### src/rtl/ppid_pkg.sv
`default_nettype none

package ppid_pkg;

  // Configuration port geometry
  localparam int unsigned CFG_ADDR_W = 3;
  localparam int unsigned CFG_DATA_W = 31;

  // Fixed field widths
  localparam int unsigned GAIN_W  = 16;
  localparam int unsigned ILIM_W  = 31;
  localparam int unsigned OLIM_W  = 15;
  localparam int unsigned SUM_W   = 32;
  localparam int unsigned DRIVE_W = 16;

  // Register indexes
  localparam logic [CFG_ADDR_W-1:0] REG_KP   = 3'd0;
  localparam logic [CFG_ADDR_W-1:0] REG_KI   = 3'd1;
  localparam logic [CFG_ADDR_W-1:0] REG_KD   = 3'd2;
  localparam logic [CFG_ADDR_W-1:0] REG_ILIM = 3'd3;
  localparam logic [CFG_ADDR_W-1:0] REG_OLIM = 3'd4;

  // Reset values
  localparam logic [GAIN_W-1:0] KP_RST   = 16'd256;
  localparam logic [GAIN_W-1:0] KI_RST   = 16'd0;
  localparam logic [GAIN_W-1:0] KD_RST   = 16'd0;
  localparam logic [ILIM_W-1:0] ILIM_RST = 31'd10000;
  localparam logic [OLIM_W-1:0] OLIM_RST = 15'd10000;

  typedef struct packed {
    logic [GAIN_W-1:0] kp;
    logic [GAIN_W-1:0] ki;
    logic [GAIN_W-1:0] kd;
    logic [ILIM_W-1:0] ilim;
    logic [OLIM_W-1:0] olim;
  } cfg_t;

endpackage

`default_nettype wire

### src/rtl/ppid_cfg.sv
`default_nettype none

module ppid_cfg (
  input  wire logic                            clk_i,
  input  wire logic                            rst_ni,
  input  wire logic                            cfg_we_i,
  input  wire logic [ppid_pkg::CFG_ADDR_W-1:0] cfg_addr_i,
  input  wire logic [ppid_pkg::CFG_DATA_W-1:0] cfg_wdata_i,
  output ppid_pkg::cfg_t                       cfg_o
);

  ppid_pkg::cfg_t cfg_q;
  ppid_pkg::cfg_t cfg_d;

  // Decode the write; unknown indexes are dropped
  always_comb begin
    cfg_d = cfg_q;
    if (cfg_we_i) begin
      unique case (cfg_addr_i)
        ppid_pkg::REG_KP:   cfg_d.kp   = cfg_wdata_i[ppid_pkg::GAIN_W-1:0];
        ppid_pkg::REG_KI:   cfg_d.ki   = cfg_wdata_i[ppid_pkg::GAIN_W-1:0];
        ppid_pkg::REG_KD:   cfg_d.kd   = cfg_wdata_i[ppid_pkg::GAIN_W-1:0];
        ppid_pkg::REG_ILIM: cfg_d.ilim = cfg_wdata_i[ppid_pkg::ILIM_W-1:0];
        ppid_pkg::REG_OLIM: cfg_d.olim = cfg_wdata_i[ppid_pkg::OLIM_W-1:0];
        default:            cfg_d      = cfg_q;
      endcase
    end
  end

  always_ff @(posedge clk_i or negedge rst_ni) begin
    if (!rst_ni) begin
      cfg_q.kp   <= ppid_pkg::KP_RST;
      cfg_q.ki   <= ppid_pkg::KI_RST;
      cfg_q.kd   <= ppid_pkg::KD_RST;
      cfg_q.ilim <= ppid_pkg::ILIM_RST;
      cfg_q.olim <= ppid_pkg::OLIM_RST;
    end else begin
      cfg_q <= cfg_d;
    end
  end

  assign cfg_o = cfg_q;

endmodule

`default_nettype wire

### config.mk
export PLATFORM = sky130hd
export DESIGN_NAME = ppid_cfg
export DESIGN_NICKNAME = d
export VERILOG_FILES = /design/src/rtl/ppid_pkg.sv /design/src/rtl/ppid_cfg.sv
export SDC_FILE = /design/constraint.sdc
export NUM_CORES = 1
export LEC_CHECK = 0
export BUFFER_PORTS_ARGS = -buffer_cell sky130_fd_sc_hd__buf_4
export CORE_MARGIN = 4
export CORE_UTILIZATION = 50
export CTS_CLUSTER_DIAMETER = 150
export DETAILED_ROUTE_END_ITERATION = 8
export GPL_TIMING_DRIVEN = 0
export PLACE_DENSITY = 0.87
export SYNTH_ARGS = -nofsm -noshare
export SYNTH_HDL_FRONTEND = slang
export SYNTH_SLANG_ARGS = --single-unit
### constraint.sdc
create_clock -name clk_i -period 1.36 [get_ports clk_i]
set_clock_uncertainty 0.2 [all_clocks]
set_input_delay 0.136 -clock clk_i [delete_from_list [all_inputs] [get_ports clk_i]]
set_output_delay 0.136 -clock clk_i [all_outputs]
set_load 0.03 [all_outputs]
==> results.yml <==
cts:
  max-clock-path-buffers: 2
  cts_sinks: 94
  insertion_delay_ns: 0.34
  root_buffer: "clkbuf_8"
  htree_num_levels: 3
  ctsHoldBuffers: 31
  tritoncts: "done"
  cts.clk_slew.worst_paths_ns: 0.09
  cts_buffers: 9
cells_and_area:
  multiInputGateArea_um2: 1130
  final_cells: 477
  seq_area_um2: 2370
  layout-drive-gt1-share: 0.696
  area_growth_pct: 45.8
  largest_reg_flops: 94
  diodes: 0
  nNetsFinal: 413
  final_cell_mix: "buf_4, mux2_2, dfrtp_1"
  nFillCells: 441
  layout_commonest_cell: "buf_4"
setup_path:
  critPathLaunchType: "flip-flop"
  crit_chain: "buf_6"
  crit_type: "flip-flop to output port"
  slowest_stage: "dfstp_2"
  worstPathRequired_ns: 1.02
  cp.arrival_ns: 1.03
  cp.buffers_inverters: 1
  crit_family: "flip-flops"
  slowest_delay_ns: 0.56
  path_max_fanout: 2
  critPathCaptureType: "output port"
logic_synthesis:
  ys_ff_latch: 94
  syn-mean-instance-area_um2: 17.6
  synth.yosys.seq_area_share: 0.661
  synthMuxAreaShare: 0.296
  synth-compound-area-share: 0
  synth_top_family_by_area: "multiplexers"
  synthXorXnorAreaFrac: 0
  synth_adder_area_share: 0
  yosysWarnings: 0
  syn-num-nets: 240
  synth_cell_types: 9
  syn_area_um2: 3580
  syn_inst: 203
  yosys.area_share.simple: 0.0189
power_and_ir_drop:
  leakage_nw: 2.43
  ir_drop_v: 0.000828
  powerDensity_nw_per_um2: 1680
outcome:
  status: "finished with violations"
  violations: "hold timing, setup timing"
routing:
  drt_iter0_drc: 60
  via_count: 2351
  drc_errors: 0
  drt-pass1-iter-count: 4
  antenna_left: 0
  viasPerCell: 4.93
  avgRoutedWirePerCell_um: 17.5
  wl_um: 8330
placement:
  place_congestion: 0.755
  place_inst: 429
  dpl.hpwl_um: 5690
  port_buffers: 130
sta:
  slew_viol_final: 0
  setup_viol: 5
  fin_hold_ws_ns: -0.194
  slew_headroom: 0.245
  max_clock_freq_mhz: 730
  period_share: 1.01
  fin_ws_ns: -0.0104
  worstMarginPinSlew_ns: 1.13
  finalCriticalPeriod_ns: 1.37
  rsz0062_at_grt: "true"
  finalSetupTns_ns: -0.0273
  finalHoldViolCount: 83
global_route:
  first_global_vias: 2611
  grt_pass1_wl_um: 13900
  track_usage: 0.209
  grt_overflow_total: 0
  antenna_found_initial: 0
  grt_max_degree: 95
floorplan:
  die_w_um: 92.6
  die_area_um2: 8580
  ioPinCount: 131
  die_h_um: 92.6
  row_count: 30
  core-area_um2: 6870
  initial_core_util: 0.521
worst_hold_path:
  min_path_type: "primary input to async pin"
flow_run:
  maxCapViolCount: 0
-- final timing paths --
check                           from   endpoint  slack (ns)  cells past startpoint
max                         cfg_o[8]   cfg_o[8]       -0.01                      1
min in group clk_i          cfg_we_i  cfg_o[45]        0.06                      3
max reg2reg                 cfg_o[1]   cfg_o[1]        0.36                      1
min                           rst_ni  cfg_o[12]       -0.19                      1
min reg2reg                cfg_o[18]  cfg_o[18]        0.31                      1
max in group asynchronous     rst_ni  cfg_o[80]        0.44                      1
-- synthesized netlist by cell type --
library cell | instances | area [um2]
mux2_2 | 94 | 1060
dfrtp_1 | 83 | 2080
dfstp_2 | 11 | 289
buf_6 | 6 | 67.6
buf_2 | 4 | 20.0
and4bb_2 | 2 | 25.0
nand4b_1 | 1 | 8.76
nor4b_4 | 1 | 23.8
nor4bb_1 | 1 | 10.0
-- per-layer routing --
layer / vias up / part of all wire / GRT usage
met5: - / 0 / 0
met4: 0 / 0.015 / 0.0745
met3: 11 / 0.071 / 0.0536
met2: 87 / 0.50 / 0.345
met1: 1193 / 0.41 / 0.268
li1: 1060 / - / -
-- per-stage QoR --
step	utilization	total power, W	setup slack, ns	hold WS, ns	area [um2]
2_1_floorplan	-	0.00565	-0.0605	-0.360	3580
3_3_place_gp	0.681	0.00692	-0.469	0.169	4680
3_5_place_dp	0.681	0.00703	-0.470	0.174	4680
4_1_cts	0.760	0.00886	-0.0318	-0.159	5220
5_1_grt	0.760	0.00920	-0.0438	-0.101	5220
6_report	0.760	0.00878	-0.0104	-0.194	5220
-- area by class of cell --
cell class              instances  area share
plain buffers                  10      0.0168
flip-flops and latches         94       0.453
repair buffers                162       0.256
well taps                      96      0.0230
clock buffers                  11      0.0290
clock inverters                 5     0.00647
multi-input cells              99       0.216
-- timing repair --
action,CTS,global route
setup endpoints to repair,21,11
buffers inserted,1,0
pin swaps,1,0
resized for setup,11,0
endpoints found under the hold margin,177,83
-- where the power goes --
part	leakage (nW)	total (W)	internal, W	switching, W
clock	0.0913	0.00169	0.000761	0.000931
sequential	1.11	0.00382	0.00346	0.000359
combinational	1.23	0.00326	0.00141	0.00185
-- kinds of logic after synthesis --
group | after synthesis
buffers and inverters | 10
flip-flops | 94
multiplexers | 94
AND/OR/NAND/NOR | 5
Note: power is estimated with default switching activity, not from simulation.
