`src/rtl/ppid_pkg.sv`:
```
`default_nettype none

package ppid_pkg;

  // Configuration port geometry
  localparam int unsigned CFG_ADDR_W = 3;
  localparam int unsigned CFG_DATA_W = 31;

  // Fixed field widths
  localparam int unsigned GAIN_W  = 16;
  localparam int unsigned ILIM_W  = 31;
  localparam int unsigned OLIM_W  = 15;
  localparam int unsigned SUM_W   = 32;
  localparam int unsigned DRIVE_W = 16;

  // Register indexes
  localparam logic [CFG_ADDR_W-1:0] REG_KP   = 3'd0;
  localparam logic [CFG_ADDR_W-1:0] REG_KI   = 3'd1;
  localparam logic [CFG_ADDR_W-1:0] REG_KD   = 3'd2;
  localparam logic [CFG_ADDR_W-1:0] REG_ILIM = 3'd3;
  localparam logic [CFG_ADDR_W-1:0] REG_OLIM = 3'd4;

  // Reset values
  localparam logic [GAIN_W-1:0] KP_RST   = 16'd256;
  localparam logic [GAIN_W-1:0] KI_RST   = 16'd0;
  localparam logic [GAIN_W-1:0] KD_RST   = 16'd0;
  localparam logic [ILIM_W-1:0] ILIM_RST = 31'd10000;
  localparam logic [OLIM_W-1:0] OLIM_RST = 15'd10000;

  typedef struct packed {
    logic [GAIN_W-1:0] kp;
    logic [GAIN_W-1:0] ki;
    logic [GAIN_W-1:0] kd;
    logic [ILIM_W-1:0] ilim;
    logic [OLIM_W-1:0] olim;
  } cfg_t;

endpackage

`default_nettype wire

```
`src/rtl/ppid_out.sv`:
```
`default_nettype none

module ppid_out #(
  parameter int unsigned PW  = 34,
  parameter int unsigned IW  = 49,
  parameter int unsigned DPW = 35
) (
  input  wire logic                                 clk_i,
  input  wire logic                                 rst_ni,
  input  wire logic [ppid_pkg::OLIM_W-1:0]          olim_i,
  input  wire logic                                 valid_i,
  output logic                                      ready_o,
  input  wire logic signed [PW-1:0]                 p_i,
  input  wire logic signed [IW-1:0]                 i_i,
  input  wire logic signed [DPW-1:0]                d_i,
  input  wire logic                                 ireset_i,
  output logic                                      valid_o,
  input  wire logic                                 ready_i,
  output logic signed [ppid_pkg::DRIVE_W-1:0]       drive_o,
  output logic                                      integral_reset_o,
  output logic                                      saturated_o
);

  localparam int unsigned MW = (PW > IW) ? ((PW > DPW) ? PW : DPW)
                                         : ((IW > DPW) ? IW : DPW);
  localparam int unsigned TW = MW + 2;

  logic                                valid_q;
  logic signed [ppid_pkg::DRIVE_W-1:0] drive_q, drive_d;
  logic                                ireset_q;
  logic                                sat_q, sat_d;

  logic signed [TW-1:0] total;
  logic signed [TW-1:0] lim_s;
  logic                 take;

  assign ready_o = !valid_q || ready_i;
  assign take    = valid_i && ready_o;

  assign total = TW'(p_i) + TW'(i_i) + TW'(d_i);
  assign lim_s = $signed(TW'({1'b0, olim_i}));

  // Clamp to the symmetric output limit
  always_comb begin
    priority if (total > lim_s) begin
      drive_d = ppid_pkg::DRIVE_W'(lim_s);
      sat_d   = 1'b1;
    end else if (total < -lim_s) begin
      drive_d = ppid_pkg::DRIVE_W'(-lim_s);
      sat_d   = 1'b1;
    end else begin
      drive_d = total[ppid_pkg::DRIVE_W-1:0];
      sat_d   = 1'b0;
    end
  end

  always_ff @(posedge clk_i or negedge rst_ni) begin
    if (!rst_ni) begin
      valid_q <= 1'b0;
    end else if (ready_o) begin
      valid_q <= valid_i;
    end
  end

  // Hold the result until the downstream side takes it
  always_ff @(posedge clk_i) begin
    if (take) begin
      drive_q  <= drive_d;
      ireset_q <= ireset_i;
      sat_q    <= sat_d;
    end
  end

  assign valid_o          = valid_q;
  assign drive_o          = drive_q;
  assign integral_reset_o = ireset_q;
  assign saturated_o      = sat_q;

endmodule

`default_nettype wire

```
`config.mk`:
```
export PLATFORM = sky130hd
export DESIGN_NAME = ppid_out
export DESIGN_NICKNAME = d
export VERILOG_FILES = /design/src/rtl/ppid_pkg.sv /design/src/rtl/ppid_out.sv
export SDC_FILE = /design/constraint.sdc
export NUM_CORES = 1
export LEC_CHECK = 0
export BUFFER_PORTS_ARGS = -buffer_cell sky130_fd_sc_hd__buf_4
export CAP_MARGIN = 10
export CORE_ASPECT_RATIO = 1.25
export CORE_MARGIN = 2
export CORE_UTILIZATION = 25
export DETAILED_ROUTE_END_ITERATION = 10
export GPL_TIMING_DRIVEN = 1
export PLACE_DENSITY_LB_ADDON = 0.05
export SETUP_SLACK_MARGIN = 0.15
export SYNTH_ARGS = -nofsm -noshare
export SYNTH_HDL_FRONTEND = slang
export SYNTH_SLANG_ARGS = --single-unit
```
`constraint.sdc`:
```
create_clock -name clk_i -period 1.53 [get_ports clk_i]
set_clock_uncertainty 0.05 [all_clocks]
set_input_delay 0.2295 -clock clk_i [delete_from_list [all_inputs] [get_ports clk_i]]
set_output_delay 0.2295 -clock clk_i [all_outputs]
set_load 0.005 [all_outputs]
```
==> impl_metrics.toml, run 1 <==
[timing]
layout_setup_ws_ns = -3.53
fmax_mhz = 198
finalCriticalPeriod_ns = 5.06
rsz0062_at_grt = "yes"
slew_headroom_pct = 63.4
tightest_slew_ns = 0.546
hold_viol = 0
final-setup-viol-count = 17
setup_total_negative_slack_ns = -59.11
final_max_slew_viol_count = 0
fin_crit_sh_pct = 331

[floorplan]
io_pins = 158
die_area_sq_um = 31000
initial_core_util_pct = 25.4
row_count = 70
die_w_microns = 158
core_area_sq_um = 29200
die_y_microns = 196

[yosys]
synth_cell_types = 81
yosys-top-cells-area = "ha_1 20%, fa_1 14%, edfxtp_1 7.3%"
yosys.area.top_type = "ha_1"
synth-edff-count = 18
yosys_warnings = 0
syn_area_sq_um = 7400
synth_nets = 1211
synthFlopType = "edfxtp_1"
synthArstFlopShare_pct = 5.26
netlist_instances = 907
ys_ff_latch = 19
syn_avg_cell_area_sq_um = 8.16
synth_top_area_share_pct = 19.6
synth-seq-area-share_pct = 7.65

[min_path]
hold_path_class = "input port to register"
worstHoldStart = "ireset_i"
hold_end = "integral_reset_o"
hold_depth = 1

[power]
vdd_drop_max_mv = 0.360
p_seq_share_pct = 6.4
leakage_nw = 5.81
power.switching_mw = 5.10
swShare_pct = 45.2
internal_power_mw = 6.17
p_clk_share_pct = 4.8
power_density_nw_per_um2 = 934
pwr-share-comb_pct = 88.8

[cells_and_area]
antenna_cells = 0
layout_commonest_cell = "buf_4"
layout_common_cells = "510 x buf_4, 111 x ha_1, 86 x a21oi_1"
post_layout_nonfiller_instances = 1793
area_delta_synth_final_pct = 63.0
nNetsFinal = 1702
layout-drive-gt1-share_pct = 42.4

[grt]
grt_pass1_wl_microns = 45500
grt_pass1_vias = 9132
grt_overflow = 0
grt_antenna_before_repair = 0
grt_max_degree = 19
grt_use_total_pct = 18.5

[cts]
h-tree-depth = 1
cts.sinks = 19
tritoncts = "yes"
clk_pin_slew_ns = 0.06
clockBufferDepth = 2
cts-root-buf = "clkbuf_16"
clk_latency_ns = 0.25
cts-buffers-inserted = 3

[route]
drc = 0
wire_per_inst_microns = 16.0
antenna_left = 0
wirelength_microns = 28700
drtIter0Drc = 286
vias = 8634
via_per_inst = 4.82
drtPass1Iterations = 4

[setup_path]
cp-start-kind = "input port"
path_class = "input port to register"
path_max_fanout = 8
arrival_ns = 5.10
critPathCaptureType = "register"
r2r-start = "valid_o"
r2r-end = "drive_o[8]"
cp_slowest_cell = "fa_1"
r2r_setup_slack_ns = 0.37
cp_cell_sequence = "buf_6 > fa_1 > ha_2 > inv_2 > fa_2 > nand2b_4 > a21oi_4 > buf_6 > nand2b_1 > a21oi_1 > xnor2_2 > ha_1 > nand2_1 > nor4_2 > mux2_4 > a31o_4 > or4b_4 > a222oi_1 > nand4_1 > nor4_2 > and4_4 > a21o_4 > buf_12 > mux2i_2"
r2r_cells = 3
critPathMaxStageDelay_ns = 0.53
cp.required_ns = 1.57

[outcome]
status = "complete, but fails checks"
violations = "setup timing"

[flow_run]
drv_cap = 0

[placed_design]
port_buffers = 157
gp_congestion = 0.889
placed_cells = 1773
place_hpwl_microns = 25800
## worst max path at each step
| stage | startpoint | to | slack (ns) | cells past startpoint |
|---|---|---|---|---|
| after CTS | p_i[1] | drive_o[14] | -3.59 | 24 |
| after floorplan | p_i[1] | drive_o[11] | -3.30 | 23 |
| after detailed placement | p_i[1] | drive_o[14] | -4.08 | 23 |
| after global routing | p_i[1] | drive_o[14] | -3.85 | 24 |
| after global placement | p_i[11] | drive_o[10] | -3.99 | 22 |
| final | p_i[1] | drive_o[14] | -3.53 | 24 |
## power by group through the flow
stage	clock network, mW	logic, mW	registers, mW
CTS	0.557	9.99	0.726
global placement	0	9.51	0.740
detailed placement	0	9.57	0.736
global route	0.571	11.1	0.735
floorplan	0	4.94	0.738
finish	0.543	10.0	0.724
## synthesized netlist by cell type, types with 11 or more instances
master / n
ha_1: 116
a21oi_1: 93
nand2_1: 74
nor2_1: 64
fa_1: 50
o21ai_0: 47
inv_1: 37
a21o_1: 31
nor3_1: 30
xnor2_1: 27
nand4_1: 25
clkbuf_1: 18
edfxtp_1: 18
and2_1: 17
mux2i_1: 17
nand3_1: 17
nor4_1: 15
a211oi_1: 14
o21ai_1: 13
xor2_1: 12
buf_2: 11
or3_1: 11
## cells by family (layout without fill, tap and decap cells)
family	count (synthesis)	count (layout)	synth area share, %
flip-flops	19	19	7.65
AND/OR/NAND/NOR	297	297	20.5
buffers and inverters	73	563	4.52
AO/OA/AOI/OAI	292	292	26.3
multiplexers	19	19	2.66
XOR/XNOR	41	41	5.21
adder cells (fa/ha/maj)	166	166	33.2
## area by class of cell
cell class	count	area (sq um)
Clock buffer	4	78.8
Inverter	37	139
Timing Repair Buffer	522	4010
Fill cell	3109	17100
Tap cell	396	495
Sequential cell	19	566
Multi-Input combinational cell	815	6780
## state kept, by name (all words and copies together) (netlist names)
register          flops
integral_reset_o      1
saturated_o           1
drive_o              16
valid_o               1
## repair_timing
item,4_1_cts,5_1_grt
endpoints found under the setup margin,17,17
pin swaps,8,9
buffers inserted,11,3
resized for setup,26,22
hold endpoints to repair,1,0
hold buffers,1,0
gates cloned,1,0
## critical path: cells and delay by family
family | cells | cell delay (ns)
buf+inv | 4 | 0.40
mux | 2 | 0.43
fa+ha+maj | 4 | 1.35
simple gates | 8 | 1.72
compound gates | 5 | 0.77
xor+xnor | 1 | 0.17
## metrics by stage
step                      utilization, %  area [sq um]  power (mW)  setup slack (ns)  hold slack (ns)
final                               41.4         12100        11.3             -3.53            0.107
after global routing                41.4         12100        12.4             -3.85            0.107
after global placement              39.8         11600        10.3             -3.99          -0.0448
after floorplan                        -          7470        5.67             -3.30           -0.116
after detailed placement            39.8         11600        10.3             -4.08          -0.0439
after CTS                           40.9         11900        11.3             -3.59            0.107
## layer usage
layer / part of all wire (%) / GRT usage [%] / vias up
met2: 56 / 38.0 / 155
met5: 0 / 0 / -
li1: - / - / 4421
met4: 1.6 / 3.13 / 0
met3: 2.3 / 0.751 / 27
met1: 40 / 20.5 / 4031
Note: power is estimated with default switching activity, not from simulation.
==> run 2, diff against run 1 <==
PLACE_DENSITY_LB_ADDON = 0.08   (was 0.05)
clock period = 6.15 ns   (was 1.53 ns; I/O delays follow)
==> run 2 against run 1 <==
Compared with the run above:
- the flow now finishes without violations
- worst setup slack improved by 3.9 ns
- register-to-register slack improved by 4.2 ns
- combinational power fell by 78%
- cell count fell by 12%
- critical path depth did not move
- global-route usage fell by 1.9 points
- clock power fell by 75%
- first-iteration DRC count fell by 5.9%
- worst hold slack improved by 0.28 ns
- via count fell by 9.0%
- non-clock buffer count fell by 207
- critical path type unchanged
- critical endpoint is now drive_o[8]
- highest routed layer unchanged
==> impl_metrics.toml, run 2 (synthesis results as in run 1) <==
[setup_path]
cp.required_ns = 6.19
startpoint = "d_i[1]"
r2r-end = "drive_o[9]"
r2r_cells = 2
path_max_fanout = 8
arrival_ns = 5.79
r2r_setup_slack_ns = 4.54
critPathCaptureType = "register"
r2r-start = "valid_o"
critPathCapture = "drive_o[8]"
cp-start-kind = "input port"
path_class = "input port to register"

[timing]
tightest_slew_ns = 0.841
final-setup-viol-count = 0
fmax_mhz = 174
final_max_slew_viol_count = 0
setup_total_negative_slack_ns = 0
hold_ws_ns = 0.388
fin_crit_sh_pct = 93.5
slew_headroom_pct = 43.2
rsz0062_at_grt = "yes"
finalCriticalPeriod_ns = 5.75
layout_setup_ws_ns = 0.398
hold_viol = 0

[route]
wire_per_inst_microns = 16.4
via_per_inst = 4.95
vias = 7856
drtPass1Iterations = 6
drtIter0Drc = 269
wirelength_microns = 26000
drc = 0
antenna_left = 0

[cts]
tritoncts = "yes"
cts-root-buf = "clkbuf_16"
cts-buffers-inserted = 3
clockBufferDepth = 2
clk_latency_ns = 0.24
h-tree-depth = 1
cts.sinks = 19
clk_pin_slew_ns = 0.05

[floorplan]
die_area_sq_um = 31000
initial_core_util_pct = 25.4
core_area_sq_um = 29200
row_count = 70
io_pins = 158
die_y_microns = 196
die_w_microns = 158

[flow_run]
drv_cap = 0

[power]
p_total_mw = 2.47
leakage_nw = 4.76
p_seq_share_pct = 7.3
power_density_nw_per_um2 = 238
pwr-share-comb_pct = 87.2
swShare_pct = 48.0
internal_power_mw = 1.28
power.switching_mw = 1.19
p_clk_share_pct = 5.5
vdd_drop_max_mv = 0.0990

[cells_and_area]
layout_commonest_cell = "buf_4"
largest_register_ffs = 16
stdcell_area_sq_um = 10400
antenna_cells = 0
nFillCells = 3153
area_delta_synth_final_pct = 40.5
nNetsFinal = 1495
multi_input_area_sq_um = 6680
layout-drive-gt1-share_pct = 31.7
layout_common_cells = "309 x buf_4, 115 x ha_1, 86 x a21oi_1"
regArea_sq_um = 566

[grt]
grt_pass1_wl_microns = 41700
grt_use_total_pct = 16.6
grt_pass1_vias = 8319
grt_max_degree = 26
grt_antenna_before_repair = 0
grt_overflow = 0

[outcome]
status = "complete, no violations"

[placed_design]
port_buffers = 157
gp_congestion = 0.852
dpl_cell_area_sq_um = 10000
pre_cts_slack_ns = -0.321
place_hpwl_microns = 23000

[min_path]
hold_path_class = "input port to asynchronous set/reset pin"
[run 2: cell count changes in the layout (fill, tap and decap cells not counted), sizes merged]
cell / before / now
buf: 521 / 315
dlygate4sd3: 1 / 0
[run 2: worst min path at each step]
stage,from,to,slack (ns)
2_1_floorplan,valid_o,valid_o,0.49
3_3_place_gp,valid_o,valid_o,0.47
3_5_place_dp,valid_o,valid_o,0.48
4_1_cts,rst_ni,valid_o,0.38
5_1_grt,rst_ni,valid_o,0.38
6_report,rst_ni,valid_o,0.39
[run 2: area by class of cell]
class | instances | share of cell area [%]
inverter | 37 | 1.34
tap | 396 | 4.77
timing repair buffer | 315 | 23.4
sequential | 19 | 5.44
multi-input combinational | 815 | 64.3
clock buffer | 4 | 0.759
[run 2: power groups by stage]
stage	clock network [mW]	logic [mW]	registers, mW
after detailed placement	0	2.06	0.184
after global placement	0	2.06	0.185
after floorplan	0	1.20	0.184
after global routing	0.142	2.40	0.183
after CTS	0.138	2.11	0.182
final	0.135	2.16	0.181
[run 2: repair_timing]
item	CTS	global route
endpoints found under the setup margin	17	17
resized for setup	14	31
pin swaps	6	24
cloned	1	0
setup buffers	4	6
hold buffers	0	0
[run 2: per-stage QoR]
| stage | util (%) | instances |
|---|---|---|
| floorplan | - | 907 |
| global placement | 34.4 | 1571 |
| detailed placement | 34.4 | 1571 |
| CTS | 35.0 | 1580 |
| global route | 35.6 | 1586 |
| finish | 35.6 | 1586 |
[run 2: critical path, stage by stage]
cell      delay (ns)
buf_6           0.09
fa_1            0.54
ha_2            0.19
inv_2           0.04
fa_2            0.35
nand2b_4        0.16
a211oi_2        0.22
buf_4           0.15
buf_6           0.10
nor2_2          0.04
xnor2_2         0.14
ha_1            0.30
nand3_2         0.11
nor4_4          0.25
mux2_4          0.20
a31o_4          0.10
or4b_1          0.43
a222oi_1        0.22
nand4_1         0.21
nor4_2          0.21
and4_4          0.28
a21o_4          0.17
buf_12          0.14
mux2i_2         0.21
[run 2: layer usage]
layer,vias to the layer above,share of wire [%],global-route usage [%]
met5,-,0,0
met4,0,0.61,1.99
met3,10,2.4,0.530
met2,133,55,33.7
met1,3719,42,19.3
li1,3994,-,-
==> run 3, diff against run 2 <==
CORE_UTILIZATION = 55   (was 25)
CTS_CLUSTER_DIAMETER = 200   (was default)
==> run 3 against run 2 <==
Compared with the run above:
- critical path depth is 1 lower
- via count is 1.7% higher
- combinational power is 9% lower
- global-route usage is 13 points higher
- die area is 54% lower
- critical endpoint is now drive_o[10]
- cell count is 18% lower
- clock power hardly changed
- critical path type unchanged
- worst setup slack worse by 0.12 ns
- worst hold slack worse by 0.0023 ns
- sequential power hardly changed
- highest routed layer unchanged
==> impl_metrics.toml, run 3 (synthesis results as in run 1) <==
[outcome]
status = "complete, no violations"

[cts]
h-tree-depth = 1
clk_pin_slew_ns = 0.06
clk_latency_ns = 0.25
clockBufferDepth = 2
cts-buffers-inserted = 3
hold_buffers = 0
tritoncts = "yes"
cts-root-buf = "clkbuf_16"
cts.sinks = 19

[floorplan]
die_area_sq_um = 14400
initial_core_util_pct = 56.2
die_y_microns = 134
die_w_microns = 108
row_count = 47
core_area_sq_um = 13200
io_pins = 158

[timing]
final_max_slew_viol_count = 0
tightest_slew_ns = 0.873
setup_total_negative_slack_ns = 0
rsz0062_at_grt = "yes"
final-setup-viol-count = 0
finalCriticalPeriod_ns = 5.87
slew_headroom_pct = 41.8
fmax_mhz = 170
hold_ws_ns = 0.386
fin_crit_sh_pct = 95.5
hold_viol = 0

[power]
p_total_mw = 2.29
power_density_nw_per_um2 = 238
leakage_nw = 4.42
vdd_drop_max_mv = 0.137
swShare_pct = 50.0
power.switching_mw = 1.14
pwr-share-comb_pct = 86.2
p_clk_share_pct = 5.9
internal_power_mw = 1.14
p_seq_share_pct = 7.8

[route]
via_per_inst = 6.18
wirelength_microns = 22500
drc = 0
antenna_left = 0
drtIter0Drc = 454
vias = 7991
drtPass1Iterations = 5
wire_per_inst_microns = 17.4

[grt]
grt_pass1_wl_microns = 35300
grt_use_total_pct = 29.8
grt_pass1_vias = 7685
grt_overflow = 0
grt_max_degree = 20
grt_antenna_before_repair = 0

[setup_path]
r2r_setup_slack_ns = 4.53
cp-start-kind = "input port"
path_class = "input port to register"
r2r-end = "drive_o[7]"
r2r-start = "valid_o"
critPathCaptureType = "register"
path_max_fanout = 7
arrival_ns = 5.82
r2r_cells = 2
cp.required_ns = 6.09

[cells_and_area]
layout-drive-gt1-share_pct = 27.8
layout_common_cells = "244 x buf_4, 111 x ha_1, 88 x a21oi_1"
area_delta_synth_final_pct = 29.9
antenna_cells = 0
nNetsFinal = 1427
layout_commonest_cell = "buf_4"
largest_register_ffs = 16

[placed_design]
place_hpwl_microns = 19000
port_buffers = 157
gp_congestion = 0.955

[flow_run]
drv_cap = 0

[min_path]
hold_path_class = "input port to asynchronous set/reset pin"
==> run 3: worst max-delay path by stage <==
stage / startpoint / end / slack (ns) / cells after the start
2_1_floorplan: p_i[1] / drive_o[11] / 0.37 / 23
4_1_cts: p_i[1] / drive_o[0] / 0.22 / 24
6_report: p_i[2] / drive_o[10] / 0.28 / 23
3_5_place_dp: p_i[1] / drive_o[11] / -0.01 / 23
5_1_grt: p_i[1] / drive_o[1] / 0.08 / 24
3_3_place_gp: p_i[23] / drive_o[11] / 0.13 / 21
==> run 3: through the flow <==
| stage | instances | worst slack (ns) | util (%) | area [sq um] |
|---|---|---|---|---|
| final | 1293 | 0.276 | 73.0 | 9610 |
| after floorplan | 907 | 0.369 | - | 7400 |
| after CTS | 1282 | 0.216 | 70.5 | 9280 |
| after global placement | 1278 | 0.126 | 69.9 | 9200 |
| after global routing | 1293 | 0.0834 | 73.0 | 9610 |
| after detailed placement | 1278 | -0.0126 | 69.9 | 9200 |
==> run 3: layout make-up <==
cell class | count | area, sq um
fillers | 1070 | 3560
multi-input cells | 815 | 6730
inverters | 37 | 139
flip-flops and latches | 19 | 566
clock inverters | 1 | 5.00
repair buffers | 247 | 1890
clock buffers | 3 | 75.1
well taps | 171 | 214
==> run 3: power groups by stage <==
stage / clock, mW / sequential, mW / combinational (mW)
after floorplan: 0 / 0.184 / 1.20
after global placement: 0 / 0.183 / 1.79
after detailed placement: 0 / 0.182 / 1.82
after CTS: 0.136 / 0.179 / 1.83
after global routing: 0.141 / 0.181 / 2.16
final: 0.135 / 0.179 / 1.97
==> run 3: layer usage <==
metal	up-vias	GRT usage [%]	wire, microns
met3	65	1.86	1030
met5	-	0	0
met2	279	58.2	12000
li1	3880	-	-
met1	3767	33.8	8600
met4	0	9.47	821
==> run 3: critical path, stage by stage <==
cell and delay, ns:
buf_4 0.12, fa_1 0.50, ha_1 0.34, a211oi_2 0.10, buf_4 0.14, o21ai_1 0.32, a211oi_2 0.18, a2111oi_2 0.42
buf_4 0.19, o21ai_1 0.09, a21oi_1 0.25, o22ai_2 0.14, xnor2_4 0.16, ha_1 0.31, nand2_1 0.08, nor4_1 0.31
o21ai_0 0.14, nand3_1 0.11, o221ai_1 0.16, o21ai_2 0.19, buf_4 0.18, mux2i_1 0.32, a211oi_2 0.13
==> run 3: repair_timing <==
action / in CTS / in global routing
gates resized for setup: 0 / 40
setup endpoints to repair: 0 / 17
buffers inserted: 0 / 10
